File: config.mk
export PLATFORM = sky130hd
export DESIGN_NAME = bounded_lifo_stack_unit
export DESIGN_NICKNAME = d
export VERILOG_FILES = /design/src/design/lifo_pkg.sv /design/src/design/bounded_lifo_stack_unit.sv /design/src/design/lifo_cell.sv
export SDC_FILE = /design/constraint.sdc
export NUM_CORES = 1
export LEC_CHECK = 0
export BUFFER_PORTS_ARGS = -buffer_cell sky130_fd_sc_hd__clkbuf_2
export CORE_UTILIZATION = 35
export CTS_CLUSTER_DIAMETER = 50
export DETAILED_ROUTE_END_ITERATION = 10
export GPL_ROUTABILITY_DRIVEN = 0
export HOLD_SLACK_MARGIN = 0.03
export PLACE_DENSITY = 0.47
export SYNTH_ARGS = -nofsm -noshare
export SYNTH_HDL_FRONTEND = slang
export SYNTH_HIERARCHICAL = 1
export SYNTH_SLANG_ARGS = --single-unit
File: constraint.sdc
create_clock -name clk_i -period 6.4 [get_ports clk_i]
set_input_delay 0 -clock clk_i [delete_from_list [all_inputs] [get_ports clk_i]]
set_output_delay 0 -clock clk_i [all_outputs]
set_load 0.01 [all_outputs]
File: src/design/lifo_pkg.sv
// Shared types and constants of the bounded LIFO stack.
`default_nettype none

package lifo_pkg;

  // Sizing
  localparam int unsigned DEPTH     = 16;
  localparam int unsigned DATA_W    = 32;
  localparam int unsigned CNT_W     = $clog2(DEPTH + 1);
  localparam int unsigned CAP_W     = 5;
  localparam int unsigned POS_W     = 5;
  localparam int unsigned FILL_W    = 5;
  localparam int unsigned ACT_W     = 3;
  localparam int unsigned CAP_RESET = 16;

  // Action codes
  typedef enum logic [ACT_W-1:0] {
    ACT_PUSH   = 3'd0,
    ACT_POP    = 3'd1,
    ACT_PEEK   = 3'd2,
    ACT_TOP    = 3'd3,
    ACT_BOTTOM = 3'd4
  } action_e;

  // Result status codes
  typedef enum logic [1:0] {
    ST_OK        = 2'd0,
    ST_OVERFLOW  = 2'd1,
    ST_UNDERFLOW = 2'd2,
    ST_BAD_POS   = 2'd3
  } status_e;

  // Input word
  typedef struct packed {
    logic [ACT_W-1:0]         action;
    logic signed [DATA_W-1:0] push_value;
    logic [POS_W-1:0]         position;
  } lifo_in_t;

  // Result word
  typedef struct packed {
    logic signed [DATA_W-1:0] read_value;
    logic [1:0]               status;
    logic [FILL_W-1:0]        fill_count;
    logic                     is_empty;
    logic                     is_full;
  } lifo_out_t;

  // Shift control broadcast along the cell row
  typedef struct packed {
    logic push;
    logic pop;
  } lifo_shift_t;

endpackage : lifo_pkg

`default_nettype wire

File: src/design/bounded_lifo_stack_unit.sv
// Top level of the bounded LIFO stack: cell row, fill count and result register.
`default_nettype none

// Bounded last-in-first-out stack of signed 32-bit words held in a row of
// cells, cell 0 being the top. A push shifts every cell one place down and
// loads the new word into cell 0; a pop shifts every cell one place up. The
// bottom entry is mirrored in a register of its own, and a peek selects one
// cell through a decoded OR-reduction. Each accepted word is resolved in the
// cycle it is accepted and its result lands in the output register, so the
// block takes one word per clock cycle as long as the result side keeps
// taking. Every word yields exactly one result. The user must write the
// capacity through cfg_we_i/cfg_wdata_i only while the block is idle; the
// block does not enforce it. Zero acts as one, above the depth as the depth.

module bounded_lifo_stack_unit (
  input  wire                              clk_i,
  input  wire                              rst_ni,
  input  wire                              in_valid_i,
  output logic                             in_ready_o,
  input  wire lifo_pkg::lifo_in_t          in_word_i,
  output logic                             out_valid_o,
  input  wire                              out_ready_i,
  output lifo_pkg::lifo_out_t              out_word_o,
  input  wire                              cfg_we_i,
  input  wire logic [lifo_pkg::CAP_W-1:0]  cfg_wdata_i
);

  localparam int unsigned DEPTH  = lifo_pkg::DEPTH;
  localparam int unsigned DATA_W = lifo_pkg::DATA_W;
  localparam int unsigned CNT_W  = lifo_pkg::CNT_W;

  logic [lifo_pkg::CAP_W-1:0] capacity_q;
  logic [CNT_W-1:0]           count_q, count_d;
  logic [DATA_W-1:0]          bottom_q, bottom_d;
  logic                       out_valid_q;
  lifo_pkg::lifo_out_t        out_word_q, out_word_d;

  logic                       in_fire;
  logic [CNT_W-1:0]           eff_cap;
  logic                       full_now;
  logic                       pos_ok;
  lifo_pkg::lifo_shift_t      shift;
  logic [DATA_W-1:0]          peek_val;
  logic [DATA_W-1:0]          rd_val;
  lifo_pkg::status_e          status;

  logic [DEPTH-1:0]           sel;
  logic [DATA_W-1:0]          cell_data [DEPTH];
  logic [DATA_W-1:0]          cell_peek [DEPTH];

  assign in_ready_o = !out_valid_q || out_ready_i;
  assign in_fire    = in_valid_i && in_ready_o;

  // Capacity register
  always_ff @(posedge clk_i or negedge rst_ni) begin
    if (!rst_ni) begin
      capacity_q <= lifo_pkg::CAP_W'(lifo_pkg::CAP_RESET);
    end else if (cfg_we_i) begin
      capacity_q <= cfg_wdata_i;
    end
  end

  // Effective capacity: zero acts as one, saturate at the depth
  always_comb begin
    if (capacity_q == '0) begin
      eff_cap = CNT_W'(1);
    end else if (32'(capacity_q) > 32'(DEPTH)) begin
      eff_cap = CNT_W'(DEPTH);
    end else begin
      eff_cap = CNT_W'(capacity_q);
    end
  end

  assign full_now = (count_q >= eff_cap);
  assign pos_ok   = (in_word_i.position != '0) &&
                    (32'(in_word_i.position) <= 32'(count_q));

  // Peek select decode, position 1 is cell 0
  for (genvar i = 0; i < DEPTH; i++) begin : g_sel
    assign sel[i] = (32'(in_word_i.position) == 32'(i + 1));
  end

  // Cell row
  for (genvar i = 0; i < DEPTH; i++) begin : g_cell
    logic [DATA_W-1:0] upper, lower;
    if (i == 0) begin : g_top
      assign upper = DATA_W'(in_word_i.push_value);
    end else begin : g_mid
      assign upper = cell_data[i-1];
    end
    if (i == DEPTH - 1) begin : g_last
      assign lower = '0;
    end else begin : g_inner
      assign lower = cell_data[i+1];
    end

    lifo_cell u_cell (
      .clk_i   (clk_i),
      .shift_i (shift),
      .upper_i (upper),
      .lower_i (lower),
      .sel_i   (sel[i]),
      .data_o  (cell_data[i]),
      .peek_o  (cell_peek[i])
    );
  end

  // OR-reduce the masked cell outputs
  always_comb begin
    peek_val = '0;
    for (int i = 0; i < DEPTH; i++) begin
      peek_val = peek_val | cell_peek[i];
    end
  end

  // Action decode
  always_comb begin
    shift    = '0;
    count_d  = count_q;
    bottom_d = bottom_q;
    rd_val   = '0;
    status   = lifo_pkg::ST_OK;
    unique case (in_word_i.action)
      lifo_pkg::ACT_PUSH: begin
        if (full_now) begin
          status = lifo_pkg::ST_OVERFLOW;
          rd_val = '1;
        end else begin
          shift.push = in_fire;
          count_d    = count_q + CNT_W'(1);
          if (count_q == '0) begin
            bottom_d = DATA_W'(in_word_i.push_value);
          end
        end
      end
      lifo_pkg::ACT_POP: begin
        if (count_q == '0) begin
          status = lifo_pkg::ST_UNDERFLOW;
          rd_val = '1;
        end else begin
          shift.pop = in_fire;
          count_d   = count_q - CNT_W'(1);
          rd_val    = cell_data[0];
        end
      end
      lifo_pkg::ACT_PEEK: begin
        if (!pos_ok) begin
          status = lifo_pkg::ST_BAD_POS;
          rd_val = '1;
        end else begin
          rd_val = peek_val;
        end
      end
      lifo_pkg::ACT_TOP: begin
        if (count_q == '0) begin
          status = lifo_pkg::ST_UNDERFLOW;
          rd_val = '1;
        end else begin
          rd_val = cell_data[0];
        end
      end
      lifo_pkg::ACT_BOTTOM: begin
        if (count_q == '0) begin
          status = lifo_pkg::ST_UNDERFLOW;
          rd_val = '1;
        end else begin
          rd_val = bottom_q;
        end
      end
      default: begin
        // unused codes: no operation
      end
    endcase
  end

  // Result word
  always_comb begin
    out_word_d.read_value = rd_val;
    out_word_d.status     = status;
    out_word_d.fill_count = lifo_pkg::FILL_W'(count_d);
    out_word_d.is_empty   = (count_d == '0);
    out_word_d.is_full    = (count_d >= eff_cap);
  end

  // Fill count and output valid
  always_ff @(posedge clk_i or negedge rst_ni) begin
    if (!rst_ni) begin
      count_q     <= '0;
      out_valid_q <= 1'b0;
    end else begin
      if (in_fire) begin
        count_q <= count_d;
      end
      if (in_fire) begin
        out_valid_q <= 1'b1;
      end else if (out_ready_i) begin
        out_valid_q <= 1'b0;
      end
    end
  end

  // Payload registers
  always_ff @(posedge clk_i) begin
    if (in_fire) begin
      bottom_q   <= bottom_d;
      out_word_q <= out_word_d;
    end
  end

  assign out_valid_o = out_valid_q;
  assign out_word_o  = out_word_q;

  // Fill count never exceeds the depth
  assert property (@(posedge clk_i) disable iff (!rst_ni)
    32'(count_q) <= 32'(DEPTH))
    else $error("fill count above depth");

  // A successful push raises the count by one
  assert property (@(posedge clk_i) disable iff (!rst_ni)
    in_fire && in_word_i.action == lifo_pkg::ACT_PUSH && !full_now
    |=> count_q == $past(count_q) + CNT_W'(1))
    else $error("push did not advance count");

  // A successful pop returns the old top word
  assert property (@(posedge clk_i) disable iff (!rst_ni)
    in_fire && in_word_i.action == lifo_pkg::ACT_POP && count_q != '0
    |=> out_word_o.read_value == $past(cell_data[0]))
    else $error("pop returned wrong word");

  // An overflow result always reports full
  assert property (@(posedge clk_i) disable iff (!rst_ni)
    out_valid_o && out_word_o.status == lifo_pkg::ST_OVERFLOW |-> out_word_o.is_full)
    else $error("overflow without full flag");

  // Bottom mirror matches the deepest cell while the stack holds one word
  assert property (@(posedge clk_i) disable iff (!rst_ni)
    count_q == CNT_W'(1) |-> bottom_q == cell_data[0])
    else $error("bottom mirror out of step");

endmodule : bounded_lifo_stack_unit

`default_nettype wire

File: src/design/lifo_cell.sv
// One stack cell: holds one entry, shifts down on push and up on pop.
`default_nettype none

module lifo_cell (
  input  wire                              clk_i,
  input  wire lifo_pkg::lifo_shift_t       shift_i,
  input  wire logic [lifo_pkg::DATA_W-1:0] upper_i,
  input  wire logic [lifo_pkg::DATA_W-1:0] lower_i,
  input  wire logic                        sel_i,
  output logic [lifo_pkg::DATA_W-1:0]      data_o,
  output logic [lifo_pkg::DATA_W-1:0]      peek_o
);

  logic [lifo_pkg::DATA_W-1:0] data_q;

  // Entry register: take the word from above on push, from below on pop
  always_ff @(posedge clk_i) begin
    if (shift_i.push) begin
      data_q <= upper_i;
    end else if (shift_i.pop) begin
      data_q <= lower_i;
    end
  end

  assign data_o = data_q;

  // Masked copy for the peek OR-reduction
  assign peek_o = sel_i ? data_q : '0;

endmodule : lifo_cell

`default_nettype wire

# Word-level counts from Yosys, hierarchy flattened
# Index checks and enable logic that the tools add are counted.
dict set report totals {
  out_inout_bits 43
  elab_cells 149
  regBits 596
  inputBits 50
}
dict set report classes {
  add_sub_neg 2
  n_eq_ne 20
  mux 68
  magnitude_cmp 4
  bitwise_logic 16
  n_reduce_logical 14
}
# cell n
set op_table {}
lappend op_table {{two-way mux 32 bit} 52}
lappend op_table {{OR 32 bit} 15}
lappend op_table {{one-hot mux 32 bit (4 select lines)} 1}
lappend op_table {{== test 5 x 4 -> 1 bit (second input constant)} 8}
lappend op_table {{== test 5 x 3 -> 1 bit (second input constant)} 4}
lappend op_table {{two-way mux 5 bit} 4}
lappend op_table {{logical NOT 5 bit} 3}
lappend op_table {{== test 5 x 2 -> 1 bit (second input constant)} 2}
lappend op_table {{greater-or-equal comparator 5 bit} 2}
lappend op_table {{one-hot mux 5 bit (2 select lines)} 1}
lappend op_table {{two-way mux 1 bit} 7}
lappend op_table {{== test 3 x 2 -> 1 bit (second input constant)} 2}
lappend op_table {{one-hot mux 2 bit (3 select lines)} 1}
lappend op_table {{adder 5 x 1 -> 5 bit (second input constant)} 1}
lappend op_table {{== test 5 x 1 -> 1 bit (second input constant)} 1}
lappend op_table {{== test 5 bit (second input constant)} 1}
lappend op_table {{greater-than comparator 5 bit (second input constant)} 1}
lappend op_table {{less-or-equal comparator 5 bit} 1}
lappend op_table {{nonzero test 5 bit} 1}
lappend op_table {{subtractor 5 x 1 -> 5 bit (second input constant)} 1}
lappend op_table {{two-way mux 2 bit} 2}
lappend op_table {{AND reduction 4 bit} 1}
lappend op_table {{nonzero test 2 bit} 2}
lappend op_table {{== test 3 x 1 -> 1 bit (second input constant)} 1}
lappend op_table {{other kinds (8)} 9}

# Logic depth before layout (Yosys ltp)
# Gate-level depths: netlist of run 1.
dict set report logic_depth {
  word_depth 19
  ltp_mapped 15
  mapped_depth_nobuf 15
}

# Cells and area by module
# Netlist of run 1, hierarchy kept.
# module area_each_um2 cells_per_inst seq_area_each_um2 instances
set by_module_without_submodules {}
lappend by_module_without_submodules {lifo_cell 1719.1 104 960.9 16}
lappend by_module_without_submodules {bounded_lifo_stack_unit 5046.1 482 2468.6 1}

# Worst setup path after synthesis of run 1
# Ideal clock, no wire load.
dict set report synth_path {
  kind {reg2reg}
  from {register capacity_q[1] (netlist bit)}
  to {register bottom_q[0] (enable)}
  setup_time_ns 0.501
  stages_incl_launch_ff 9
  n_path_buf 0
  slack_ns 1.377
  arrival_time_ns 4.522
  required_ns 5.899
  synth_period_minus_slack_ns 5.023
  cell_sequence {dfrtp_1 > nor3_1 > nor2_1 > nor2_1 > ha_1 > nor2b_1 > o21ai_1 > a21o_1 > nor4_1}
}
dict set report synth_between {
  elab_chain_len 6
  word_cells_on_any_way 7
  cone_classes {2 x order compare; 2 x mux; 1 x bitwise; 2 x reduce/logical}
}
# item line
set synth_rtl {}
lappend synth_rtl {{from (decl)} bounded_lifo_stack_unit.sv:32} ;# logic [lifo_pkg::CAP_W-1:0] capacity_q;
lappend synth_rtl {{from (signal assigned)} bounded_lifo_stack_unit.sv:57} ;# capacity_q <= lifo_pkg::CAP_W'(lifo_pkg::CAP_RESET);
lappend synth_rtl {{from (signal assigned)} bounded_lifo_stack_unit.sv:59} ;# capacity_q <= cfg_wdata_i;
lappend synth_rtl {{greater-than comparator 5 bit} bounded_lifo_stack_unit.sv:67} ;# end else if (32'(capacity_q) > 32'(DEPTH)) begin
lappend synth_rtl {{two-way mux 5 bit} bounded_lifo_stack_unit.sv:67}
lappend synth_rtl {{two-way mux 5 bit *} bounded_lifo_stack_unit.sv:65} ;# if (capacity_q == '0) begin
lappend synth_rtl {{greater-or-equal comparator 5 bit *} bounded_lifo_stack_unit.sv:74} ;# assign full_now = (count_q >= eff_cap);
lappend synth_rtl {{inverter 1 bit (no source line) *} --}
lappend synth_rtl {{AND reduction 4 bit (no source line) *} --}
lappend synth_rtl {{to (signal assigned)} bounded_lifo_stack_unit.sv:205} ;# bottom_q <= bottom_d;
lappend synth_rtl {{to (decl)} bounded_lifo_stack_unit.sv:34} ;# logic [DATA_W-1:0] bottom_q, bottom_d;
# Every way passes the cells marked *; elsewhere a longest branch is shown, timed or not.
# A chain may end at the register's enable or synchronous reset.

==> impl_results.md, run 1 <==
- DRT Pass-1 Iters: 6
- Number of global-route vias before repair: 19,800
- CP dominant cell by count: nor2_1
- Yosys warns: 6
- Final Hold Viols: 0
- Leak pwr: 13.6 nW
- Stages on worst setup path: 11
- Placed Area: 33,700 sq um
- Std cell rows: 111
- TritonCTS buffer count: 78
- DR vias/cell: 5.13
- H-tree lvl count: 3
- Max-Cap Viols: 0
- CTS resizes: 0
- 1st-iter DRT viols: 1,535
- Nets: 2,375
- Clk root buf: clkbuf_16
- Delay of the slowest critical-path stage: 800 ps
- CP Capture Point: g_cell[3].u_cell/data_o[10]
- Average size of a mapped cell: 15.2 sq um
- Crit-path cells: nor3_1 -> nor2_1 -> nor2_1 -> ha_1 -> nor2b_1 -> o21ai_1 -> a21o_1 -> nor3_2 -> buf_12 -> or2_1 -> buf_4
- Die width: 307 um
- Overflow left after global routing: 0
- CTS Buffer Depth: 3
- Most common cell after layout, fill and taps aside: edfxtp_1
- Antenna Violating Nets Remaining: 0
- Maximum vdd drop: 219 uV
- Fraction of layout cells with a size suffix above 1: 33.7%
- Sequential-to-total area share from yosys stat: 54.8%
- First-pass GRT wire length: 135,000 um
- Hold Crit Class: in -> reg
- Synth async-reset ratio: 1.85%
- Crit path kind: reg -> reg
- Final WL: 91,400 um
- Clock slew at reported path FFs: 50 ps
- Setup bufs post-CTS: 0
- Minimum clock period: 4400 ps
- Final Util: 39.9%
- Number of synthesized flops with an enable pin: 585
- Capturing point of the worst reg2reg path: g_cell[3].u_cell/data_o[10]
- Slew Limit Fails: 0
- Finished Cell Area: 36,700 sq um
- RSZ-0062 raised after global routing: no
- P per Cell Area: 269 nW/um^2
- Routed vias: 18,500
- Die Height: 307 um
- Die ar.: 94,200 sq um
- CTS tree: built
- Slowest-stage cell, CP: or2_1
- Worst Reg-to-Reg Cells: 11
- Yosys reg bits: 596
- Post-DR wirelength/cell: 25.3 um
- Largest net degree at the start of global routing: 121
- Port bufs: 92
- Worst r2r src: capacity_q[1]
- Layout Skew: 28.1 ps
- Yosys cell types: 53
- Startpoint types: register
- Relative slew slack: 19.9%
- Status: completed
- Core ar.: 91,900 sq um
- TritonCTS Sinks: 596
- DRC viols: 0
- Start point of the critical path: capacity_q[1]
- Initial antenna violation count: 2
- Worst-skew pair later-pin latency: 630 ps
- Setup TNS: 0 ps
- Cells after synthesis: 2,146
- Slew at the pin closest to its max-slew limit: 1190 ps
- Top delay family on crit path: simple AND/OR/NAND/NOR gates
- CP arrival: 4670 ps
- Total GRT Usage: 19.3%
- Ports: 93
- Commonest cells after routing, fill and taps aside: edfxtp_1, and2_1, mux2_4
- CP Data Required Time: 6670 ps
- DP Wirelength: 56,600 um
- Synthesized cell area: 32,600 sq um
- Final setup fails: 0
- Flop2flop setup slack: 2000 ps
- Main synth FF type: edfxtp_1
- Area delta synth->final: 12.8%
- Initial Util: 35.4%
- CP Capture Type: register
- Buf/Inv on CP: 2
- Maximum fanout along the worst path: 103
- Fmax: 0.227 GHz
- Post-route clock period utilization: 68.8%
Yosys cell counts (3+ instances only):
cell	n	area, sq um
nand2b_1	4	25.0
o21ai_0	5	25.0
edfxtp_1	585	17600
nor2_1	22	82.6
inv_1	8	30.0
mux2_2	55	619
and2_1	515	3220
nor2b_1	5	31.3
a222oi_1	31	310
buf_12	48	961
nor3_1	8	40.0
or2_1	18	113
nand4_1	33	206
ha_1	16	200
dfrtp_1	10	250
mux2_4	464	6970
clkbuf_1	65	244
a21oi_1	4	20.0
inv_2	3	11.3
buf_6	17	191
a21o_1	7	52.6
nor4_1	130	813
o21ai_1	5	25.0
nand2_1	51	191
stage by stage:
step                      worst slack [ps]  hold slack [ps]  instances  power [mW]
after floorplan                       1380             -296       2177        5.37
after global placement                2030            -95.0       3418        5.66
after detailed placement              2030            -95.0       3419        5.68
after CTS                             2000             58.4       3611        10.0
after global routing                  1750             95.8       3612        10.2
final                                 2000              100       3613        9.89
worst reg2reg max path, stage by stage, from the launching register on:
cell and delay [ps]:
dfrtp_1 390, nor3_1 210, nor2_1 70, nor2_1 170
ha_1 270, nor2b_1 110, o21ai_1 170, a21o_1 290
nor3_2 380, buf_12 590, or2_1 910, buf_4 500
where the power goes:
group / internal (mW) / switching [mW]
Sequential: 4.50 / 0.142
Clock: 2.51 / 1.74
Combinational: 0.455 / 0.536
Total: 7.47 / 2.42
how the worst min path moves through the flow:
stage / start / endpoint / slack, ps / depth (start not counted)
final: out_ready_i / count_q[0] / 100 / 5
after CTS: out_ready_i / count_q[0] / 60 / 5
after global routing: in_word_i[12] / bottom_q[7] / 100 / 2
after floorplan: rst_ni / capacity_q[0] / -300 / 0
after detailed placement: rst_ni / out_valid_o / -90 / 1
after global placement: rst_ni / out_valid_o / -90 / 1
layout make-up:
class | count | area [sq um]
Fill cell | 8602 | 55200
Sequential cell | 596 | 17800
Multi-Input combinational cell | 1440 | 13500
Clock buffer | 102 | 2130
Tap cell | 1243 | 1560
Timing Repair Buffer | 182 | 1330
Clock inverter | 37 | 328
Inverter | 11 | 41.3
Antenna cell | 2 | 5.00
routing by layer:
layer,routed length [um],track usage [%]
met5,0,0
met4,3500,7.93
met2,45600,33.0
met3,2640,2.40
met1,39700,24.7
sequential cells by signal, summed over array words and instances, names as in the netlist:
signal / cells
out_word_o: 41
g_cell.u_cell/data_o: 512
count_q: 5
bottom_q: 32
out_valid_o: 1
capacity_q: 5
cell families (layout without fill, tap and decap cells):
kind of cell    count (synthesis)  count (layout)  share of synthesized area (%)
simple gates                  799             799                           14.9
xor+xnor                        1               1                         0.0269
flops                         596             596                           54.8
fa+ha+maj                      17              17                          0.650
buf+inv                       141             332                           4.42
mux                           521             521                           23.4
other cells                     1              34                         0.0115
compound gates                 70              70                           1.86
repair_timing:
action	4_1_cts	5_1_grt
endpoints found under the setup margin	0	0
hold buffers	53	0
hold endpoints to repair	86	0
Note: power is estimated with default switching activity, not from simulation.
==> run 2: changes to the inputs <==
--- a/config.mk
+++ b/config.mk
@@ -5,13 +5,14 @@
 export SDC_FILE = /design/constraint.sdc
 export NUM_CORES = 1
 export LEC_CHECK = 0
+export ABC_AREA = 1
 export BUFFER_PORTS_ARGS = -buffer_cell sky130_fd_sc_hd__clkbuf_2
 export CORE_UTILIZATION = 35
 export CTS_CLUSTER_DIAMETER = 50
 export DETAILED_ROUTE_END_ITERATION = 10
 export GPL_ROUTABILITY_DRIVEN = 0
 export HOLD_SLACK_MARGIN = 0.03
-export PLACE_DENSITY = 0.47
+export PLACE_DENSITY = 0.49
 export SYNTH_ARGS = -nofsm -noshare
 export SYNTH_HDL_FRONTEND = slang
 export SYNTH_HIERARCHICAL = 1
==> constraint.sdc (replaced) <==
create_clock -name clk_i -period 4 [get_ports clk_i]
set_input_delay 0 -clock clk_i [delete_from_list [all_inputs] [get_ports clk_i]]
set_output_delay 0 -clock clk_i [all_outputs]
set_load 0.01 [all_outputs]
==> impl_results.md, run 2 <==
- Status: completed
- Final WL: 89,600 um (-2.0%)
- DRC viols: 0 (unchanged)
- First-pass GRT wire length: 142,000 um (+5.6%)
- Number of global-route vias before repair: 25,200 (+27%)
- Synth top area cells: edfxtp_1, nand2_1, inv_1
- Nets: 4,148 (+75%)
- TritonCTS Sinks: 596 (unchanged)
- Relative slew slack: 27.3% (+7.4 points)
- Std cell rows: 111 (unchanged)
- Hold Startpoint: in_word_i[37]
- Startpoint types: register
- Maximum fanout along the worst path: 90 (-13%)
- Main synth FF type: edfxtp_1
- Total GRT Usage: 19.2% (-0.14 points)
- Cells after synthesis: 3,960 (+85%)
- Routed vias: 25,100 (+36%)
- Setup TNS: 0 ps (unchanged)
- P per Cell Area: 460 nW/um^2 (+71%)
- CP Data Required Time: 4360 ps (-2310 ps)
- Most frequent cells after synthesis: nand2_1, edfxtp_1, inv_1, nor2_1, buf_4
- Overflow left after global routing: 0 (unchanged)
- Number of flip-flops in the largest register: 512 (unchanged)
- Pre-CTS WS: 700 ps (-1330 ps)
- Start point of the critical path: capacity_q[4]
- Clock slew at reported path FFs: 50 ps (about the same)
- Slew Limit Fails: 0 (unchanged)
- Post-synth top area cell: edfxtp_1
- CTS Buffer Depth: 3 (unchanged)
- Average size of a mapped cell: 8.19 sq um (-46%)
- Final Hold Viols: 0 (unchanged)
- Die ar.: 93,900 sq um (-0.35%)
- Worst r2r src: capacity_q[4]
- Synthesized cell area: 32,400 sq um (-0.35%)
- Core ar.: 91,700 sq um (-0.30%)
- Yosys reg bits: 596 (unchanged)
- Final setup margin: 687 ps (-1310 ps)
- Worst-skew pair later-pin latency: 630 ps (about the same)
- Max-Cap Viols: 0 (unchanged)
- Commonest cells after routing, fill and taps aside: nand2_1, edfxtp_1, inv_1
- Synth top area share: 54.2% (+0.19 points)
- Hold slack: 108 ps (+8.18 ps)
- TritonCTS buffer count: 81 (+3.8%)
- Sequential-to-total area share from yosys stat: 55.0% (+0.19 points)
- Antenna Violating Nets Remaining: 0 (unchanged)
- Maximum vdd drop: 297 uV (+36%)
- Hold Crit Class: in -> reg
- Most common cell after layout, fill and taps aside: nand2_1
- 1st-iter DRT viols: 1,552 (+1.1%)
- CTS tree: built
- Clk root buf: clkbuf_16
- Crit path kind: reg -> reg
- RSZ-0062 raised after global routing: no
- Largest net degree at the start of global routing: 91 (-25%)
- DR vias/cell: 4.72 (-8.1%)
- Fmax: 0.302 GHz (+33%)
- Ports: 93 (unchanged)
- Top-count cell post-synth: nand2_1
- CP arrival: 3680 ps (-990 ps)
- Port bufs: 92 (unchanged)
- Final setup fails: 0 (unchanged)
- Area delta synth->final: 13.1%
- Slew at the pin closest to its max-slew limit: 1090 ps (-101 ps)
- H-tree lvl count: 3 (unchanged)
- Post-DR wirelength/cell: 16.8 um (-34%)
- CP Capture Type: register
- Initial Util: 35.4% (about the same)
- Yosys warns: 6 (unchanged)
- DP Wirelength: 60,900 um (+7.6%)
- Number of synthesized flops with an enable pin: 585 (unchanged)
- Yosys cell types: 40 (-25%)
- Initial antenna violation count: 0 (-2)
- Minimum clock period: 3310 ps (-1090 ps)
- Layout Skew: 22.5 ps (-5.58 ps)
- Post-route clock period utilization: 82.8% (+14 points)
- Die width: 306 um (-0.17%)
- Leak pwr: 19.0 nW (+40%)
- Dpl cells: 5,130 (+50%)
- Fraction of layout cells with a size suffix above 1: 8.18% (-26 points)
- Non-Filler Instances: 5,332 (+48%)
- Ant. Diodes: 0 (-2)
- Synth async-reset ratio: 1.85% (unchanged)
- DRT Pass-1 Iters: 7 (+1)
- Die Height: 306 um (-0.17%)
run 2: where the power goes:
group | switching [mW] | internal [mW] | total, mW
logic | 1.32 | 0.608 | 1.93
registers | 0.282 | 7.38 | 7.66
clock network | 2.90 | 4.39 | 7.29
run 2: repair_timing:
action,CTS,global route
setup buffers,0,0
gates resized for setup,0,0
hold endpoints to repair,86,0
setup endpoints to repair,0,0
hold buffers,55,0
run 2: final timing paths:
kind                                                 to  slack, ps  cells after the start
max                         g_cell[9].u_cell/data_o[12]        690                     15
min reg2reg                g_cell[14].u_cell/data_o[24]        530                      2
min in group asynchronous                 capacity_q[4]        430                      3
max reg2reg                 g_cell[9].u_cell/data_o[12]        690                     15
min                                       out_word_o[2]        110                      6
max in group asynchronous                 capacity_q[0]       2610                      4
run 2: stage by stage:
stage / utilization, % / instance area (sq um) / total power, mW
floorplan: - / 32600 / 9.07
global placement: 36.5 / 33500 / 9.69
detailed placement: 36.5 / 33500 / 9.70
CTS: 40.0 / 36700 / 17.1
global route: 40.0 / 36700 / 17.6
finish: 40.0 / 36700 / 16.9
run 2: worst max-delay path: stages (launching register included):
cell and delay, ps:
dfstp_2 550, inv_1 100, nand2_1 120, ha_1 230, nand2_1 100, nor2_1 50
nand2_1 140, nand3_2 160, nor2_1 160, inv_1 110, nor2_4 160, buf_12 260
buf_12 380, inv_4 260, nand2_1 130, nand2_1 50
run 2: kinds of logic after synthesis:
kind of cell | Yosys count | share of synthesized area [%]
AOI/OAI and AO/OA | 118 | 2.24
xor gates and xnor gates | 2 | 0.0540
adders and majority gates | 16 | 0.617
buffers and inverters | 752 | 11.6
DFF | 596 | 55.0
muxes | 1 | 0.0347
other | 1 | 0.0116
and+or+nand+nor | 2474 | 30.5
run 2: layout make-up:
type	count	area, sq um
clock buffers	93	2110
clock inverters	54	541
fillers	9567	55000
inverters	566	2170
multi-input cells	2643	11100
flip-flops and latches	596	17800
well taps	1186	1480
repair buffers	194	1450
run 2: metal layers:
layer,global-route usage [%],share of wire (%)
met3,2.54,3.0
met5,0,0
met2,33.9,50
met1,24.5,44
met4,5.17,2.5
